## src/hdl/ffza_pkg.sv

```systemverilog
package ffza_pkg;

    localparam int MAX_BLOCKS  = 32;
    localparam int OFFSET_BITS = 16;
    localparam int CHUNK_BYTES = 8;

    localparam int OP_W   = 2;
    localparam int OFF_W  = OFFSET_BITS;
    localparam int SIZE_W = OFFSET_BITS + 1;
    localparam int STAT_W = 3;
    localparam int IDX_W  = $clog2(MAX_BLOCKS);
    localparam int CNT_W  = $clog2(MAX_BLOCKS + 1);

    localparam logic [SIZE_W-1:0] ZONE_LIMIT     = SIZE_W'(64'd1 << OFFSET_BITS);
    localparam logic [SIZE_W-1:0] RESET_ZONE_REQ = SIZE_W'(4096);

    localparam logic [OP_W-1:0] OP_ALLOC = 2'd0;
    localparam logic [OP_W-1:0] OP_FREE  = 2'd1;
    localparam logic [OP_W-1:0] OP_QUERY = 2'd2;

    typedef enum logic [STAT_W-1:0] {
        STAT_OK       = 3'd0,
        STAT_NOSPACE  = 3'd1,
        STAT_FULL     = 3'd2,
        STAT_NOTFOUND = 3'd3,
        STAT_BADARG   = 3'd4
    } t_status;

    typedef enum logic [2:0] {
        S_IDLE,
        S_SCAN,
        S_SHIFT_UP,
        S_PUT,
        S_SHIFT_DN,
        S_EMIT
    } t_state;

    typedef struct packed {
        logic [OFF_W-1:0]  start;
        logic [SIZE_W-1:0] size;
    } t_entry;

    // Round the requested size up to a whole chunk, then clip to the offset space.
    function automatic logic [SIZE_W-1:0] zone_bytes(input logic [SIZE_W-1:0] req);
        logic [SIZE_W:0] up;
        up = {1'b0, req} + (SIZE_W+1)'(CHUNK_BYTES - 1);
        up = up & ~((SIZE_W+1)'(CHUNK_BYTES - 1));
        if (up > {1'b0, ZONE_LIMIT}) begin
            return ZONE_LIMIT;
        end
        return up[SIZE_W-1:0];
    endfunction

endpackage

```

## src/hdl/ffza_if.sv

```systemverilog
interface ffza_req_if;
    import ffza_pkg::*;
    logic              valid;
    logic              ready;
    logic [OP_W-1:0]   op;
    logic [SIZE_W-1:0] req_size;
    logic [OFF_W-1:0]  offset;
    modport source (output valid, op, req_size, offset, input ready);
    modport sink   (input valid, op, req_size, offset, output ready);
endinterface

interface ffza_res_if;
    import ffza_pkg::*;
    logic              valid;
    logic              ready;
    logic [STAT_W-1:0] status;
    logic [OFF_W-1:0]  alloc_offset;
    logic [SIZE_W-1:0] found_size;
    logic [SIZE_W-1:0] avail_bytes;
    logic [CNT_W-1:0]  block_count;
    modport source (output valid, status, alloc_offset, found_size, avail_bytes, block_count,
                    input ready);
    modport sink   (input valid, status, alloc_offset, found_size, avail_bytes, block_count,
                    output ready);
endinterface

interface ffza_cfg_if;
    import ffza_pkg::*;
    logic              valid;
    logic              ready;
    logic [SIZE_W-1:0] data;
    modport source (output valid, data, input ready);
    modport sink   (input valid, data, output ready);
endinterface

```

## src/hdl/first_fit_zone_allocator_unit.sv

```systemverilog
// Channel   Dir  Payload                                                    Transfer
// i_cfg     in   data (zone size request)                                   valid & ready
// i_req     in   op, req_size, offset                                       valid & ready
// o_res     out  status, alloc_offset, found_size, avail_bytes, block_count valid & ready
//
// One request at a time: ready is high only in idle, so a new request is taken only
// after the previous one has returned to idle. A rejected request goes from idle
// straight to the emit state; a placed allocate scans, shifts the upper entries up,
// puts the entry and emits, and a free scans, shifts the upper entries down and emits.
// The entry table is one memory with one read and one write port.
// Synchronous active-low reset clears the block count and used bytes and loads the
// zone register with 4096. A result waits in the output register; a held result
// stalls only the final step.
module first_fit_zone_allocator_unit (
    input  logic        i_clk,
    input  logic        i_rst_n,
    ffza_cfg_if.sink    i_cfg,
    ffza_req_if.sink    i_req,
    ffza_res_if.source  o_res
);
    import ffza_pkg::*;

    t_state            r_state, n_state;
    logic [SIZE_W-1:0] r_zone_req;
    logic [CNT_W-1:0]  r_live, n_live;
    logic [SIZE_W-1:0] r_used, n_used;
    logic [OP_W-1:0]   r_op, n_op;
    logic [SIZE_W-1:0] r_size, n_size;
    logic [OFF_W-1:0]  r_off, n_off;
    logic [CNT_W-1:0]  r_idx, n_idx;
    logic [CNT_W-1:0]  r_cnt, n_cnt;
    logic [SIZE_W-1:0] r_pos, n_pos;
    t_status           r_status, n_status;
    logic [OFF_W-1:0]  r_placed, n_placed;
    logic [SIZE_W-1:0] r_found, n_found;

    logic              r_out_valid;
    logic [STAT_W-1:0] r_out_status;
    logic [OFF_W-1:0]  r_out_offset;
    logic [SIZE_W-1:0] r_out_found;
    logic [SIZE_W-1:0] r_out_free;
    logic [CNT_W-1:0]  r_out_count;

    t_entry            mem [MAX_BLOCKS];
    t_entry            r_rd_data;
    logic [IDX_W-1:0]  w_rd_addr;
    logic              w_wr_en;
    logic [IDX_W-1:0]  w_wr_addr;
    t_entry            w_wr_data;

    logic              w_in_fire;
    logic              w_emit;
    logic [SIZE_W-1:0] w_zone;
    logic [SIZE_W-1:0] w_free;
    logic [SIZE_W-1:0] w_s;
    logic              w_gap_ok;
    logic              w_tail_ok;
    logic [SIZE_W-1:0] w_next_pos;
    logic [CNT_W-1:0]  w_idx_inc;

    assign i_cfg.ready = 1'b1;
    assign i_req.ready = (r_state == S_IDLE);
    assign w_in_fire   = i_req.valid && (r_state == S_IDLE);

    assign w_zone = zone_bytes(r_zone_req);
    assign w_free = (w_zone > r_used) ? (w_zone - r_used) : '0;

    assign w_s        = {1'b0, r_rd_data.start};
    assign w_gap_ok   = (w_s >= r_pos) && ((w_s - r_pos) >= r_size);
    assign w_tail_ok  = (r_pos <= w_zone) && ((w_zone - r_pos) >= r_size);
    assign w_next_pos = w_s + r_rd_data.size;
    assign w_idx_inc  = r_idx + CNT_W'(1);

    assign w_emit = (r_state == S_EMIT) && (!r_out_valid || o_res.ready);

    assign o_res.valid        = r_out_valid;
    assign o_res.status       = r_out_status;
    assign o_res.alloc_offset = r_out_offset;
    assign o_res.found_size   = r_out_found;
    assign o_res.avail_bytes  = r_out_free;
    assign o_res.block_count  = r_out_count;

    always_comb begin
        n_state   = r_state;
        n_live    = r_live;
        n_used    = r_used;
        n_op      = r_op;
        n_size    = r_size;
        n_off     = r_off;
        n_idx     = r_idx;
        n_cnt     = r_cnt;
        n_pos     = r_pos;
        n_status  = r_status;
        n_placed  = r_placed;
        n_found   = r_found;
        w_rd_addr = '0;
        w_wr_en   = 1'b0;
        w_wr_addr = '0;
        w_wr_data = r_rd_data;

        unique case (r_state)
            S_IDLE: begin
                if (w_in_fire) begin
                    n_op     = i_req.op;
                    n_size   = i_req.req_size;
                    n_off    = i_req.offset;
                    n_idx    = '0;
                    n_pos    = '0;
                    n_placed = '0;
                    n_found  = '0;
                    n_status = STAT_BADARG;
                    n_state  = S_EMIT;
                    if (i_req.op == OP_ALLOC) begin
                        priority if (i_req.req_size == '0) begin
                            n_status = STAT_BADARG;
                        end else if (r_live >= CNT_W'(MAX_BLOCKS)) begin
                            n_status = STAT_FULL;
                        end else if (i_req.req_size > w_free) begin
                            n_status = STAT_NOSPACE;
                        end else begin
                            n_state = S_SCAN;
                        end
                    end else if (i_req.op == OP_FREE || i_req.op == OP_QUERY) begin
                        if ({1'b0, i_req.offset} < w_zone) begin
                            n_state = S_SCAN;
                        end
                    end
                end
            end

            S_SCAN: begin
                w_rd_addr = w_idx_inc[IDX_W-1:0];
                if (r_op == OP_ALLOC) begin
                    if (r_idx == r_live || w_gap_ok) begin
                        if (r_idx != r_live || w_tail_ok) begin
                            // open a hole at r_idx, moving the upper entries up by one
                            if (r_idx == r_live) begin
                                n_state = S_PUT;
                            end else begin
                                n_cnt     = r_live;
                                w_rd_addr = IDX_W'(r_live - CNT_W'(1));
                                n_state   = S_SHIFT_UP;
                            end
                        end else begin
                            n_status = STAT_NOSPACE;
                            n_state  = S_EMIT;
                        end
                    end else begin
                        n_pos = w_next_pos;
                        n_idx = w_idx_inc;
                    end
                end else begin
                    if (r_idx == r_live) begin
                        n_status = STAT_NOTFOUND;
                        n_state  = S_EMIT;
                    end else if (r_rd_data.start == r_off) begin
                        n_status = STAT_OK;
                        if (r_op == OP_QUERY) begin
                            n_found = r_rd_data.size;
                            n_state = S_EMIT;
                        end else begin
                            n_used = (r_used >= r_rd_data.size) ? (r_used - r_rd_data.size) : '0;
                            if (w_idx_inc == r_live) begin
                                n_live  = r_live - CNT_W'(1);
                                n_state = S_EMIT;
                            end else begin
                                n_cnt     = r_idx;
                                w_rd_addr = IDX_W'(r_idx + CNT_W'(1));
                                n_state   = S_SHIFT_DN;
                            end
                        end
                    end else begin
                        n_idx = w_idx_inc;
                    end
                end
            end

            S_SHIFT_UP: begin
                w_wr_en   = 1'b1;
                w_wr_addr = r_cnt[IDX_W-1:0];
                w_wr_data = r_rd_data;
                if (CNT_W'(r_cnt - CNT_W'(1)) == r_idx) begin
                    n_state = S_PUT;
                end else begin
                    n_cnt     = r_cnt - CNT_W'(1);
                    w_rd_addr = IDX_W'(r_cnt - CNT_W'(2));
                end
            end

            S_PUT: begin
                w_wr_en         = 1'b1;
                w_wr_addr       = r_idx[IDX_W-1:0];
                w_wr_data.start = r_pos[OFF_W-1:0];
                w_wr_data.size  = r_size;
                n_live          = r_live + CNT_W'(1);
                n_used          = r_used + r_size;
                n_status        = STAT_OK;
                n_placed        = r_pos[OFF_W-1:0];
                n_state         = S_EMIT;
            end

            S_SHIFT_DN: begin
                w_wr_en   = 1'b1;
                w_wr_addr = r_cnt[IDX_W-1:0];
                w_wr_data = r_rd_data;
                if (CNT_W'(r_cnt + CNT_W'(2)) == r_live) begin
                    n_live  = r_live - CNT_W'(1);
                    n_state = S_EMIT;
                end else begin
                    n_cnt     = r_cnt + CNT_W'(1);
                    w_rd_addr = IDX_W'(r_cnt + CNT_W'(2));
                end
            end

            S_EMIT: begin
                if (w_emit) begin
                    n_state = S_IDLE;
                end
            end

            default: begin
                n_state = S_IDLE;
            end
        endcase
    end

    always_ff @(posedge i_clk) begin
        if (!i_rst_n) begin
            r_state <= S_IDLE;
        end else begin
            r_state <= n_state;
        end
    end

    always_ff @(posedge i_clk) begin
        if (!i_rst_n) begin
            r_zone_req  <= RESET_ZONE_REQ;
            r_live      <= '0;
            r_used      <= '0;
            r_out_valid <= 1'b0;
        end else begin
            if (i_cfg.valid) begin
                r_zone_req <= i_cfg.data;
            end
            r_live <= n_live;
            r_used <= n_used;
            if (w_emit) begin
                r_out_valid <= 1'b1;
            end else if (o_res.ready) begin
                r_out_valid <= 1'b0;
            end
        end
    end

    always_ff @(posedge i_clk) begin
        r_op     <= n_op;
        r_size   <= n_size;
        r_off    <= n_off;
        r_idx    <= n_idx;
        r_cnt    <= n_cnt;
        r_pos    <= n_pos;
        r_status <= n_status;
        r_placed <= n_placed;
        r_found  <= n_found;
        if (w_emit) begin
            r_out_status <= STAT_W'(r_status);
            r_out_offset <= r_placed;
            r_out_found  <= r_found;
            r_out_free   <= w_free;
            r_out_count  <= r_live;
        end
    end

    // entry table: the read is registered, so the address is issued in the cycle before the data is used
    always_ff @(posedge i_clk) begin
        if (w_wr_en) begin
            mem[w_wr_addr] <= w_wr_data;
        end
        r_rd_data <= mem[w_rd_addr];
    end

`ifndef SYNTHESIS
    a_live_bound: assert property (@(posedge i_clk) disable iff (!i_rst_n)
        r_live <= CNT_W'(MAX_BLOCKS))
        else $error("block count above table depth");

    a_used_bound: assert property (@(posedge i_clk) disable iff (!i_rst_n)
        r_used <= ZONE_LIMIT)
        else $error("used bytes above offset space");

    a_busy_after_accept: assert property (@(posedge i_clk) disable iff (!i_rst_n)
        w_in_fire |=> r_state != S_IDLE)
        else $error("sequencer idle right after a transfer");

    a_insert_has_room: assert property (@(posedge i_clk) disable iff (!i_rst_n)
        (r_state == S_SHIFT_UP || r_state == S_PUT) |-> r_live < CNT_W'(MAX_BLOCKS))
        else $error("insert into a full table");

    a_put_counts: assert property (@(posedge i_clk) disable iff (!i_rst_n)
        r_state == S_PUT |=> r_live == CNT_W'($past(r_live) + CNT_W'(1)))
        else $error("insert did not bump the block count");
`endif

endmodule
```

## src/flat_wrapper.sv

```systemverilog
// flat-port wrapper written by rule: the top's interface ports become plain ports
module first_fit_zone_allocator_unit_flat import ffza_pkg::*;
  (i_clk, i_rst_n, i_cfg_valid, i_cfg_data, i_cfg_ready, i_req_valid, i_req_op, i_req_req_size, i_req_offset, i_req_ready, o_res_valid, o_res_status, o_res_alloc_offset, o_res_found_size, o_res_avail_bytes, o_res_block_count, o_res_ready);
  ffza_cfg_if i_cfg_i ();
  ffza_req_if i_req_i ();
  ffza_res_if o_res_i ();
  input  logic i_clk;
  input  logic i_rst_n;
  input wire logic [$bits(i_cfg_i.valid)-1:0] i_cfg_valid;
  input wire logic [$bits(i_cfg_i.data)-1:0] i_cfg_data;
  output wire logic [$bits(i_cfg_i.ready)-1:0] i_cfg_ready;
  input wire logic [$bits(i_req_i.valid)-1:0] i_req_valid;
  input wire logic [$bits(i_req_i.op)-1:0] i_req_op;
  input wire logic [$bits(i_req_i.req_size)-1:0] i_req_req_size;
  input wire logic [$bits(i_req_i.offset)-1:0] i_req_offset;
  output wire logic [$bits(i_req_i.ready)-1:0] i_req_ready;
  output wire logic [$bits(o_res_i.valid)-1:0] o_res_valid;
  output wire logic [$bits(o_res_i.status)-1:0] o_res_status;
  output wire logic [$bits(o_res_i.alloc_offset)-1:0] o_res_alloc_offset;
  output wire logic [$bits(o_res_i.found_size)-1:0] o_res_found_size;
  output wire logic [$bits(o_res_i.avail_bytes)-1:0] o_res_avail_bytes;
  output wire logic [$bits(o_res_i.block_count)-1:0] o_res_block_count;
  input wire logic [$bits(o_res_i.ready)-1:0] o_res_ready;
  assign i_cfg_i.valid = i_cfg_valid;
  assign i_cfg_i.data = i_cfg_data;
  assign i_cfg_ready = i_cfg_i.ready;
  assign i_req_i.valid = i_req_valid;
  assign i_req_i.op = i_req_op;
  assign i_req_i.req_size = i_req_req_size;
  assign i_req_i.offset = i_req_offset;
  assign i_req_ready = i_req_i.ready;
  assign o_res_valid = o_res_i.valid;
  assign o_res_status = o_res_i.status;
  assign o_res_alloc_offset = o_res_i.alloc_offset;
  assign o_res_found_size = o_res_i.found_size;
  assign o_res_avail_bytes = o_res_i.avail_bytes;
  assign o_res_block_count = o_res_i.block_count;
  assign o_res_i.ready = o_res_ready;
  first_fit_zone_allocator_unit u_core (.i_clk(i_clk), .i_rst_n(i_rst_n), .i_cfg(i_cfg_i), .i_req(i_req_i), .o_res(o_res_i));
endmodule
```

## config.mk

```make
export PLATFORM = sky130hd
export DESIGN_NAME = first_fit_zone_allocator_unit_flat
export DESIGN_NICKNAME = d
export VERILOG_FILES = /design/src/hdl/ffza_pkg.sv /design/src/hdl/ffza_if.sv /design/src/hdl/first_fit_zone_allocator_unit.sv /design/src/flat_wrapper.sv
export SDC_FILE = /design/constraint.sdc
export NUM_CORES = 2
export LEC_CHECK = 0
export ABC_AREA = 1
export BUFFER_PORTS_ARGS = -buffer_cell sky130_fd_sc_hd__buf_4
export CAP_MARGIN = 0
export CELL_PAD_IN_SITES_DETAIL_PLACEMENT = 1
export CELL_PAD_IN_SITES_GLOBAL_PLACEMENT = 2
export CORE_ASPECT_RATIO = 1.2
export CORE_MARGIN = 3
export CORE_UTILIZATION = 30
export DETAILED_ROUTE_END_ITERATION = 6
export GPL_ROUTABILITY_DRIVEN = 0
export HOLD_SLACK_MARGIN = 0.05
export PLACE_DENSITY_LB_ADDON = 0.12
export SETUP_SLACK_MARGIN = 0.5
export SLEW_MARGIN = 40
export SYNTH_ARGS = -nofsm -noshare
export SYNTH_HDL_FRONTEND = slang
export SYNTH_SLANG_ARGS = --single-unit
```

## constraint.sdc

```tcl
create_clock -name i_clk -period 6.7 [get_ports i_clk]
set_input_delay 0.335 -clock i_clk [delete_from_list [all_inputs] [get_ports i_clk]]
set_output_delay 0.335 -clock i_clk [all_outputs]
set_load 0.02 [all_outputs]
```

# Word level (Yosys, flattened, before mapping)
# Memory sizes are Yosys's and may differ from the RTL's. A register that Yosys moved wholly into a read port is not among the register bits.
# Index checks and enable logic that the tools add are counted.
# totals
latchBits	0
input_bits	57
mem_bits_ro	0
mem_count	1
out_inout_bits	62
word_cells	203
ff_bits	203
ram_bits	1056
# memory_table
name	words	width	rd	rd_ports_with_merged_regs	write_ports	line	source
u_core.mem	32	33	1	1	1	first_fit_zone_allocator_unit.sv:44	t_entry mem [MAX_BLOCKS];
# op_classes
order_cmp	10
n_div	0
n_eq_ne	38
n_mul	0
mux	89
n_shift	0
addsub	14
bitwise_logic	0
reduce_logical	32
# ops
cell	n
17-bit two-way mux	15
6-bit two-way mux	21
17-bit one-hot mux with 2 select lines	3
3-bit two-way mux	26
17-bit greater-or-equal comparator	3
17-bit subtractor	3
6-bit one-hot mux with 3 select lines	2
17-bit greater-than comparator	2
33-bit two-way mux	1
16-bit one-hot mux with 2 select lines	1
5-bit two-way mux	6
6-bit == test	4
17-bit by 3-bit adder with 18-bit output, second input constant	1
6-bit by 1-bit adder with 6-bit output, second input constant	3
18-bit by 17-bit greater-than comparator with 1-bit output, second input constant	1
3-bit one-hot mux with 6 select lines	1
16-bit by 17-bit adder with 17-bit output	1
17-bit adder	1
16-bit by 17-bit greater-or-equal comparator with 1-bit output	1
17-bit <= comparator	1
17-bit logical NOT	1
16-bit by 17-bit < comparator with 1-bit output	1
16-bit by 17-bit subtractor with 17-bit output	1
16-bit == test	1
other kinds (37)	82

# Depth between registers and ports, before layout
# depth
word_depth	13
depth_mapped	45
depth_no_buf	45

# Worst setup path before layout
# No wires, ideal clock.
# synth_timing
path_kind	register to register
start	register u_core.r_zone_req[3]
end	register u_core.r_status[0] (enable)
arrival_time_ns	4.619
path_buffers	0
path_stages_with_launch	38
setup_ns	0.349
synth_period_minus_slack_ns	4.968
slack_ns	1.732
cell_sequence	dfxtp_1 > nand2_1 > nor2_1 > nand2_1 > xor2_1 > nor2_1 > nand3_1 > nor2_1 > nand2_1 > nand2_1 > inv_1 > nor2_1 > ha_1 > nand3_1 > nand2_1 > nand2_1 > nand2_1 > a21oi_1 > (+2 left out) > o21ai_0 > nand2_1 > nand2_1 > nand2_1 > nand2_1 > a221oi_1 > xnor2_1 > ha_1 > nand2_1 > inv_1 > nand3_1 > inv_1 > a21oi_1 > o2111ai_1 > nand2_1 > nand2_1 > nand2_1 > nor3b_1
# synth_between
elab_chain_cells	10
word_cells_on_any_way	11
cone_classes	add/sub (2); order compare (3); eq/ne (1); mux (2); reduce/logical (3)
# synth_lines
item	line	source
from (decl)	first_fit_zone_allocator_unit.sv:24	logic [SIZE_W-1:0] r_zone_req;
from (signal assigned)	first_fit_zone_allocator_unit.sv:243	r_zone_req <= i_cfg.data;
17-bit by 3-bit adder with 18-bit output *	ffza_pkg.sv:46	up = {1'b0, req} + (SIZE_W+1)'(CHUNK_BYTES - 1);
18-bit by 17-bit greater-than comparator with 1-bit output	ffza_pkg.sv:48	if (up > {1'b0, ZONE_LIMIT}) begin
1-bit two-way mux	ffza_pkg.sv:48	
17-bit two-way mux *	ffza_pkg.sv:51	return up[SIZE_W-1:0];
17-bit subtractor	first_fit_zone_allocator_unit.sv:70	assign w_tail_ok = (r_pos <= w_zone) && ((w_zone - r_pos) >= r_size);
17-bit greater-or-equal comparator	first_fit_zone_allocator_unit.sv:70	
1-bit logical AND *	first_fit_zone_allocator_unit.sv:70	
1-bit logical OR *	first_fit_zone_allocator_unit.sv:135	if (r_idx != r_live || w_tail_ok) begin
3-bit inequality test (no line) *	n/a	
5-bit AND reduction (no line) *	n/a	
to (signal assigned)	first_fit_zone_allocator_unit.sv:262	r_status <= n_status;
to (decl)	first_fit_zone_allocator_unit.sv:33	t_status r_status, n_status;
# Mark *: on every way between the ends. The rest lies on a longest branch, timed or not.
# A chain may end at the register's enable or synchronous reset.

# Worst setup path in the final report
# layout_timing
start	register, netlist name u_core.r_rd_data[17]
end	register, netlist name u_core.r_rd_data[14]
# layout_between
elab_chain_cells	7
word_cells_on_any_way	8
cone_classes	add/sub (1); order compare (2); mux (3); reduce/logical (2)
# layout_lines
item	line	source
16-bit by 17-bit subtractor with 17-bit output	first_fit_zone_allocator_unit.sv:69	assign w_gap_ok = (w_s >= r_pos) && ((w_s - r_pos) >= r_size);
17-bit greater-or-equal comparator	first_fit_zone_allocator_unit.sv:69	
1-bit logical AND *	first_fit_zone_allocator_unit.sv:69	
1-bit logical OR *	first_fit_zone_allocator_unit.sv:134	if (r_idx == r_live || w_gap_ok) begin
5-bit two-way mux *	first_fit_zone_allocator_unit.sv:134	
5-bit two-way mux *	first_fit_zone_allocator_unit.sv:133	if (r_op == OP_ALLOC) begin
5-bit one-hot mux with 3 select lines *	first_fit_zone_allocator_unit.sv:101	unique case (r_state)
# Marks and branches as above.

==> flow_summary.yaml <==
run_status:
  outcome: "complete, no violations"
timing:
  rsz0062_at_grt: "true"
  hold_violations: 0
  finalWorstSetupSlack_ps: 987
  relSlewSlack_pct: 40.7
  final-setup-viol-count: 0
  fin_crit_ps: 5710
  fin_skew_ps: 23.1
  period_share_pct: 85.3
  final.setup.tns_ps: 0
  slew_viol_final: 0
  fmax_ghz: 0.175
  worst_pin_slew_ps: 890
floorplanning:
  start_util_pct: 30.3
  die_w_um: 423
  ioPinCount: 119
  rows: 182
  die_area_um2: 214000
  core_region_area_um2: 206000
  die_y_um: 506
cts:
  clock_sinks: 1292
  cts_buffers: 150
  cts_tree: "yes"
  cts_root_buf: "clkbuf_16"
  clockBufferDepth: 3
  h-tree-depth: 4
  cts.clk_slew.worst_paths_ps: 60
  clkLatencyLatePin_ps: 800
cells_and_area:
  drive_gt1_share_pct: 10.9
  layout.nets: 6639
  layout_common_cells: "edfxtp_1 (1215), nand2_1 (1170), nand3_1 (1004), inv_1 (937), nand3b_1 (398)"
  postLayoutCoreUtil_pct: 36.1
  syn2layout_area_growth_pct: 19.0
  layout_commonest_cell: "edfxtp_1"
routing:
  drtPass1Iterations: 5
  final_antenna_net_count: 0
  wl_met3_um: 7450
  wl_met2_um: 117000
  vias_per_cell: 4.94
  top_layer: "met4"
  drt_iter0_drc: 2921
  vias: 45912
  wire_per_inst_um: 25.4
  wl_met1_um: 107000
  finalWirelength_um: 236000
  drc: 0
logic_synthesis:
  yosysWarnings: 0
  synth.avg_cell_area_um2: 10.2
  synth_area_leaders: "edfxtp_1 (58%), nand3_1 (8.1%), nand2_1 (7.1%)"
  syn_nets: 6368
  netlist_area_um2: 62500
  yosysTopAreaCell: "edfxtp_1"
  synth_top_cell_area_share_pct: 58.4
  syn_inst: 6139
  synth_cell_types: 58
  ys_ff_latch: 1292
  synth-seq-area-share_pct: 60.9
critical_path:
  cpPeakStageDelay_ps: 400
  worst_setup_path_end_kind: "flip-flop"
  critPathBufInv: 7
  cp_slowest_cell: "fa_1"
  crit_required_ps: 7400
  worst-setup-path-type: "reg -> reg"
  cp_top_family: "simple AND/OR/NAND/NOR gates"
  critPathLaunchType: "flip-flop"
  cp.arrival_ps: 6420
  crit_fanout: 29
global_route:
  grt_first_pass_wirelength_um: 341000
  grt_pass1_vias: 47432
  antenna_found_initial: 9
  overflow: 0
  grt_usage_pct: 21.7
  grt_max_degree: 96
job:
  maxCapViolCount: 0
place:
  dp_hpwl_um: 149000
  io_buffer_count: 117
  dp_slack_ps: 226
power_and_ir_drop:
  leakagePower_uw: 0.0298
  powerDensity_nw_per_um2: 514
  vdd_ir_drop_max_uv: 244
worst_hold_path:
  hp-class: "in -> reg"
[state kept, by name, indices dropped and copies added, names as in the netlist, 6 cells and up]
name	flops
u_core.r_cnt	6
u_core.r_found	17
u_core.mem	1056
u_core.r_off	16
u_core.r_size	17
u_core.o_res.found_size	17
u_core.r_zone_req	17
u_core.r_placed	16
u_core.r_idx	6
u_core.r_rd_data	33
u_core.o_res.block_count	6
u_core.o_res.alloc_offset	16
u_core.r_pos	17
u_core.r_used	17
u_core.o_res.avail_bytes	17
u_core.r_live	6
[kinds of logic after synthesis]
group	share of synthesized area, %
compound gates	3.84
xor+xnor	1.29
fa+ha+maj	3.49
buf+inv	8.27
flops	60.9
other cells	0.00600
simple gates	22.2
[metrics by stage]
stage | total power, uW | instances | cell area, um^2 | hold WS [ps]
3_5_place_dp | 29900 | 8931 | 68400 | 406
2_1_floorplan | 22100 | 6139 | 62500 | 400
3_3_place_gp | 29600 | 8907 | 67900 | 403
6_report | 38200 | 9293 | 74400 | 231
4_1_cts | 38400 | 9274 | 74000 | 157
5_1_grt | 40800 | 9292 | 74400 | 232
[layer usage]
metal  vias to the layer above  global-route usage (%)
met3                       247                    2.25
met5                         -                       0
met1                     23460                    29.0
met4                         0                    5.22
li1                      21406                       -
met2                       799                    37.8
[final timing paths]
kind / from / cells past startpoint / to / slack (ps)
max: u_core.r_rd_data[17] / 32 / u_core.r_rd_data[14] / 990
min: i_req_valid / 5 / u_core.r_status[1] / 230
max reg2reg: u_core.r_rd_data[17] / 32 / u_core.r_rd_data[14] / 990
min reg2reg: u_core.r_found[0] / 0 / u_core.o_res.found_size[0] / 410
[synth_stat cells (all sizes together)]
cell type / n
a221oi: 3
nand2: 1187
ha: 168
o22ai: 5
a21oi: 180
a21o: 4
o32ai: 1
nand4: 42
o21ai: 155
and2: 2
a41oi: 1
clkbuf: 47
o2111ai: 5
o221a: 1
o211a: 1
inv: 959
o21a: 5
a211oi: 4
nor4: 12
nand3b: 398
or2: 9
a2111oi: 4
xnor2: 31
o221ai: 5
o21bai: 12
o211ai: 14
nor3b: 2
and3: 2
xor2: 60
nand3: 1009
nor2: 206
conb: 1
dfxtp: 77
a21boi: 3
buf: 256
a31oi: 23
edfxtp: 1215
clkinv: 1
nor3: 21
o31ai: 4
fa: 4
[power breakdown]
part           switching [uW]  internal (uW)  total, uW
logic                   12700           5680      18400
registers                 668          10900      11500
clock network            3510           4820       8320
[final cells by class]
| type | count | area (um^2) |
|---|---|---|
| Fill cell | 22740 | 132000 |
| Timing Repair Buffer | 421 | 4410 |
| Sequential cell | 1292 | 38000 |
| Multi-Input combinational cell | 3585 | 19900 |
| Clock inverter | 81 | 805 |
| Antenna cell | 2 | 5.00 |
| Clock buffer | 192 | 4080 |
| Inverter | 960 | 3640 |
| Tap cell | 2760 | 3450 |
[worst min-delay path, delay by kind of cell]
family                 cells  cell delay [ps]
AND/OR/NAND/NOR            3              270
buffers and inverters      2              260
[what timing repair did]
| action | CTS | global route |
|---|---|---|
| pin swaps | 0 | 3 |
| cloned | 0 | 3 |
| setup buffers | 0 | 13 |
| gates resized for setup | 4 | 28 |
| endpoints found under the hold margin | 83 | 0 |
| setup endpoints to repair | 6 | 40 |
| hold buffers | 70 | 0 |
Note: power is estimated with default switching activity, not from simulation.
